<file path="config.mk">
export PLATFORM = sky130hd
export DESIGN_NAME = cantxq_sched
export DESIGN_NICKNAME = d
export VERILOG_FILES = /design/src/sv/can_tx_mailbox_queue_core_macros.svh /design/src/sv/cantxq_pkg.sv /design/src/sv/cantxq_sched.sv
export SDC_FILE = /design/constraint.sdc
export NUM_CORES = 1
export LEC_CHECK = 0
export ABC_AREA = 0
export BUFFER_PORTS_ARGS = -buffer_cell sky130_fd_sc_hd__buf_2
export CORE_AREA = 2 2 39 41
export DETAILED_ROUTE_END_ITERATION = 12
export DIE_AREA = 0 0 41 43
export GPL_TIMING_DRIVEN = 0
export SYNTH_ARGS = -nofsm -noshare
export SYNTH_HDL_FRONTEND = slang
export SYNTH_SLANG_ARGS = --single-unit
</file>
<file path="constraint.sdc">
create_clock -name vclk -period 1.4
set_input_delay 0.21 -clock vclk [all_inputs]
set_output_delay 0.21 -clock vclk [all_outputs]
set_load 0.05 [all_outputs]
</file>
<file path="src/sv/can_tx_mailbox_queue_core_macros.svh">
// Assertion macros shared by the transmit mailbox queue RTL.
`ifndef CAN_TX_MAILBOX_QUEUE_CORE_MACROS_SVH
`define CAN_TX_MAILBOX_QUEUE_CORE_MACROS_SVH
`ifndef ASSERT_OFF
// Property checked on every clock edge outside reset.
`define CTQ_ASSERT(label, clk, rst_n, prop) \
  label: assert property (@(posedge clk) disable iff (!rst_n) prop) \
    else $error("can_tx_mailbox_queue_core assertion failed");
// Property checked on every clock edge, reset included.
`define CTQ_ASSERT_ALWAYS(label, clk, prop) \
  label: assert property (@(posedge clk) prop) \
    else $error("can_tx_mailbox_queue_core assertion failed");
`else
`define CTQ_ASSERT(label, clk, rst_n, prop)
`define CTQ_ASSERT_ALWAYS(label, clk, prop)
`endif
`endif

</file>
<file path="src/sv/cantxq_pkg.sv">
// Types, constants and helpers of the CAN transmit mailbox queue.
`default_nettype none
package cantxq_pkg;

  typedef enum logic [2:0] {
    ST_OK          = 3'd0,
    ST_BAD_ID      = 3'd1,
    ST_BAD_LEN     = 3'd2,
    ST_NOT_STARTED = 3'd3,
    ST_QUEUE_FULL  = 3'd4
  } status_e;

  typedef enum logic {
    KIND_SEND = 1'b0,
    KIND_DONE = 1'b1
  } kind_e;

  localparam logic [15:0] MAX_ID  = 16'h07FF;
  localparam logic [3:0]  MAX_LEN = 4'd8;
  localparam int unsigned ID_W    = 11;
  localparam int unsigned LEN_W   = 4;
  localparam int unsigned DATA_W  = 64;
  localparam int unsigned ENTRY_W = ID_W + LEN_W + DATA_W;

  // Outcome of one beat as decided by the scheduler.
  typedef struct packed {
    status_e    status;
    logic       dispatch;
    logic       from_ring;
    logic [1:0] mbox;
    logic       push;
    logic       pop;
  } decision_t;

  // Clears every payload byte at or above the frame length.
  function automatic logic [DATA_W-1:0] mask_payload(input logic [DATA_W-1:0] data,
                                                     input logic [LEN_W-1:0]  len);
    logic [DATA_W-1:0] res;
    res = '0;
    for (int b = 0; b < 8; b++) begin
      if (LEN_W'(b) < len) begin
        res[b*8 +: 8] = data[b*8 +: 8];
      end
    end
    return res;
  endfunction

endpackage
`default_nettype wire

</file>
<file path="src/sv/cantxq_sched.sv">
// Request validation and mailbox/ring scheduling decision for one beat.
`default_nettype none
module cantxq_sched (
  input  wire logic                  kind_i,
  input  wire logic [15:0]           frame_id_i,
  input  wire logic [3:0]            frame_length_i,
  input  wire logic [2:0]            mailbox_empty_i,
  input  wire logic                  started_i,
  input  wire logic                  ring_full_i,
  input  wire logic                  ring_nonempty_i,
  output cantxq_pkg::decision_t      dec_o
);

  logic       mbox_free;
  logic [1:0] mbox_pick;

  // Lowest-numbered empty mailbox wins.
  always_comb begin
    mbox_free = |mailbox_empty_i;
    if (mailbox_empty_i[0]) begin
      mbox_pick = 2'd0;
    end else if (mailbox_empty_i[1]) begin
      mbox_pick = 2'd1;
    end else begin
      mbox_pick = 2'd2;
    end
  end

  always_comb begin
    dec_o.status    = cantxq_pkg::ST_OK;
    dec_o.dispatch  = 1'b0;
    dec_o.from_ring = 1'b0;
    dec_o.mbox      = 2'd0;
    dec_o.push      = 1'b0;
    dec_o.pop       = 1'b0;
    case (cantxq_pkg::kind_e'(kind_i))
      cantxq_pkg::KIND_SEND: begin
        if (frame_id_i > cantxq_pkg::MAX_ID) begin
          dec_o.status = cantxq_pkg::ST_BAD_ID;
        end else if (frame_length_i > cantxq_pkg::MAX_LEN) begin
          dec_o.status = cantxq_pkg::ST_BAD_LEN;
        end else if (!started_i) begin
          dec_o.status = cantxq_pkg::ST_NOT_STARTED;
        end else if (mbox_free) begin
          dec_o.dispatch = 1'b1;
          dec_o.mbox     = mbox_pick;
        end else if (!ring_full_i) begin
          dec_o.push = 1'b1;
        end else begin
          dec_o.status = cantxq_pkg::ST_QUEUE_FULL;
        end
      end
      cantxq_pkg::KIND_DONE: begin
        // The oldest waiting frame moves only when a mailbox is free.
        if (ring_nonempty_i && mbox_free) begin
          dec_o.pop       = 1'b1;
          dec_o.dispatch  = 1'b1;
          dec_o.from_ring = 1'b1;
          dec_o.mbox      = mbox_pick;
        end
      end
      default: begin
        dec_o.status = cantxq_pkg::ST_OK;
      end
    endcase
  end

endmodule
`default_nettype wire

</file>
-- Word level (Yosys, flattened, before mapping)
Index checks and enable logic that the tools add are counted.
- flip-flop bits (word level): 0
- bits in latches: 0
- memory bits (writable): 0
- memory bits (read-only): 0
- output and inout port bits: 9
- memories kept: 0
- $add $sub $neg: 0
- multiply operators: 0
- divide/modulo/power cells: 0
- $lt $le $gt $ge: 2
- equality and inequality tests: 0
- shift-type cells: 0
- muxes and demuxes: 25
- bitwise gates (word level): 1
- reduce and logical (&&, ||, !) cells: 2
- operators by type and width (cell ; count):
    two-way mux 3 bit ; 9
    greater-than comparator 16 x 11 -> 1 bit, second input constant ; 1
    two-way mux 1 bit ; 10
    two-way mux 2 bit ; 3
    greater-than comparator 4 bit, second input constant ; 1
    two-way mux 4 bit ; 1
    one-hot mux 2 bit (2 select lines) ; 1
    OR reduction 3 bit ; 1
    one-hot mux 1 bit (2 select lines) ; 1
    logical AND 1 bit ; 1
    inverter 1 bit ; 1

-- Depth between registers and ports, before layout
- depth after elaboration: 7
- mapped depth: 3
- depth with buffers taken out: 3

-- Least setup slack after synthesis
OpenSTA, ideal clock, no wires.
- path kind: input -> output
- start: input frame_length_i[2]
- end: output dec_o[1] (netlist name)
- arrival: 1.990 ns
- data required time: 1.190 ns
- setup slack: -0.800 ns
- stages on the path: 3
- buffers on the path: 0
- cells stage by stage: o31ai_1 > nand3_1 > nor3b_1
- RTL lines (item ; RTL line ; text):
    start: declaration ; cantxq_sched.sv:6 ; input wire logic [3:0] frame_length_i,
    end: declaration ; cantxq_sched.sv:11 ; output cantxq_pkg::decision_t dec_o

==> run metrics <==
antenna violations before repair=0; area share of the largest cell type after synthesis=11.4%; biggest area contributors in the synthesized netlist=a21oi_1, a2111oi_2, nor2_1; Period minus WS final=1.51 ns; floorplan die area=1760 um2; highest ir drop seen on vdd=0.0662 mV; CP arrival=1.30 ns; synthesized-area fraction occupied by adder cells=0%; failing checks=setup timing; std cell rows=14; synth-to-layout area growth=316%; required time of the worst setup path=1.19 ns; layout cell share with drive strength beyond 1=88.5%; summed negative setup slack over all endpoints=-0.251 ns; Max Transition Viols Final=0; final wirelength=609 um; fraction of synthesized cell area in xor and xnor cells=0%; power per cell area=254 nW/um2; status=complete, but fails checks; global placement routability congestion=0.602; tightest slew margin relative to the limit=75.5%; number of filler cells placed in the layout=148; number of cells in the design after placement=63; class of the most critical hold timing path=in -> out; kind of end point of the critical path=output pin; ratio of final minimum period to clock period=108%; non-filler instance count after layout=68; average detailed-routed wire length per instance=8.96 um; area used by multi-input combinational logic=258 um2; area fraction in and, or, nand and nor cells after synthesis=57.1%; timing-limited maximum frequency=0.663 GHz; least setup slack across all paths after layout=-0.107 ns; amount of wire on met3 after detailed routing=54 um; leakage=0.222 nW; highest routing layer actually used=met3; synthesized-area fraction occupied by ao, oa, aoi and oai cells=34.3%; Post-route DRC=0; sequential cell count of the final layout=0; number of detailed-routing iterations run before antenna repair=1; area of all sequential standard cells=0 um2; Total GRT Usage=7.90%; post-detailed-placement cell area=389 um2; Horiz. Die Dim=41 um; total of warnings raised by yosys=0; dominant combinational cell family by area after synthesis=simple AND/OR/NAND/NOR gates; post-synthesis instance area=131 um2; vias in the first global route=264; initial cell density of the core=9.49%; CP max FO=2; overall via count from detail_route=282; proportion of synthesized area in mux cells=0%; RSZ-0062 raised after global routing=yes; post-synth cell types=14; Hold WS=0.721 ns; Worst Tran Pin Value=0.366 ns; starting DRC count in detailed routing=0; hold buffer count at CTS=0; cell accounting for the most synthesized area=a21oi_1; HPWL after DPL=494 um; part of the Yosys area used for sequential elements=0%; largest net degree at the start of global routing=6; wire length of the first global-routing pass=1.04 mm; Mean Syn Cell Area=5.97 um2; total gr overflow=0; DR WL met2=342 um; post-layout net count=81; number of primary I/O pins=36; number of cells produced by synthesis=22; antenna diode count=0; crit start category=input port; ranking of synthesized cells by instance count=nor2_1, a21oi_1, nand2_1, nor3_1; worst slack at placement=-0.230 ns; vertical die dimension=43 um; post-detailed-route count of antenna-violating nets=0; Core Region=1380 um2; Max-Cap Viols=0; Vias per Instance=4.15; final hold viol count=0; final std cell area, no fill=547 um2; clock buf count=0; Crit Path Category=in -> out; wl on met1=213 um; final setup vio count=5; I/O Buffers=25; synthesized net count=49; most used standard cell by instance count after synthesis=nor2_1
==> worst max-delay path, cell delays in order <==
cell and delay (ns):
buf_6 0.10, or4_4 0.55, a2111oi_4 0.23, buf_6 0.21
==> kinds of logic after synthesis <==
family / count (synthesis)
buf+inv: 2
simple gates: 14
compound gates: 6
==> stage by stage <==
stage | power, mW | utilization [%]
floorplan | 0.0640 | -
global placement | 0.108 | 28.1
detailed placement | 0.109 | 28.1
CTS | 0.130 | 34.3
global route | 0.148 | 39.5
finish | 0.139 | 39.5
==> layer usage <==
layer	track usage (%)	vias up
met1	10.5	127
li1	-	143
met5	0	-
met2	13.8	12
met3	1.05	0
met4	0	0
==> area by class of cell <==
type | count | area share [%]
buffer | 1 | 1.37
timing repair buffer | 30 | 47.1
inverter | 1 | 0.686
tap | 16 | 3.66
multi-input combinational | 20 | 47.1
==> where the power goes <==
group / leakage (nW) / switching, mW / internal [mW]
Sequential: 0 / 0 / 0
Combinational: 0.222 / 0.0776 / 0.0612
Clock: 0 / 0 / 0
==> final timing paths <==
path                            from  endpoint  slack [ns]  cells after the start
worst max-delay path  frame_id_i[15]  dec_o[7]       -0.11                      4
worst min-delay path     ring_full_i  dec_o[1]        0.72                      3
==> timing repair <==
action	CTS	global route
setup buffers	1	4
endpoints found under the setup margin	7	8
pin swaps	7	5
gates resized for setup	19	9
==> cells in the final DEF, fill, tap and decap left out, types with 2 or more instances in the layout <==
cell type and count:
buf_4 4, buf_2 15, buf_8 2, buf_12 2
nor2_4 2, buf_6 8, a21oi_4 3, nand2_1 3
No activity file was read; power rests on OpenSTA's default activity.
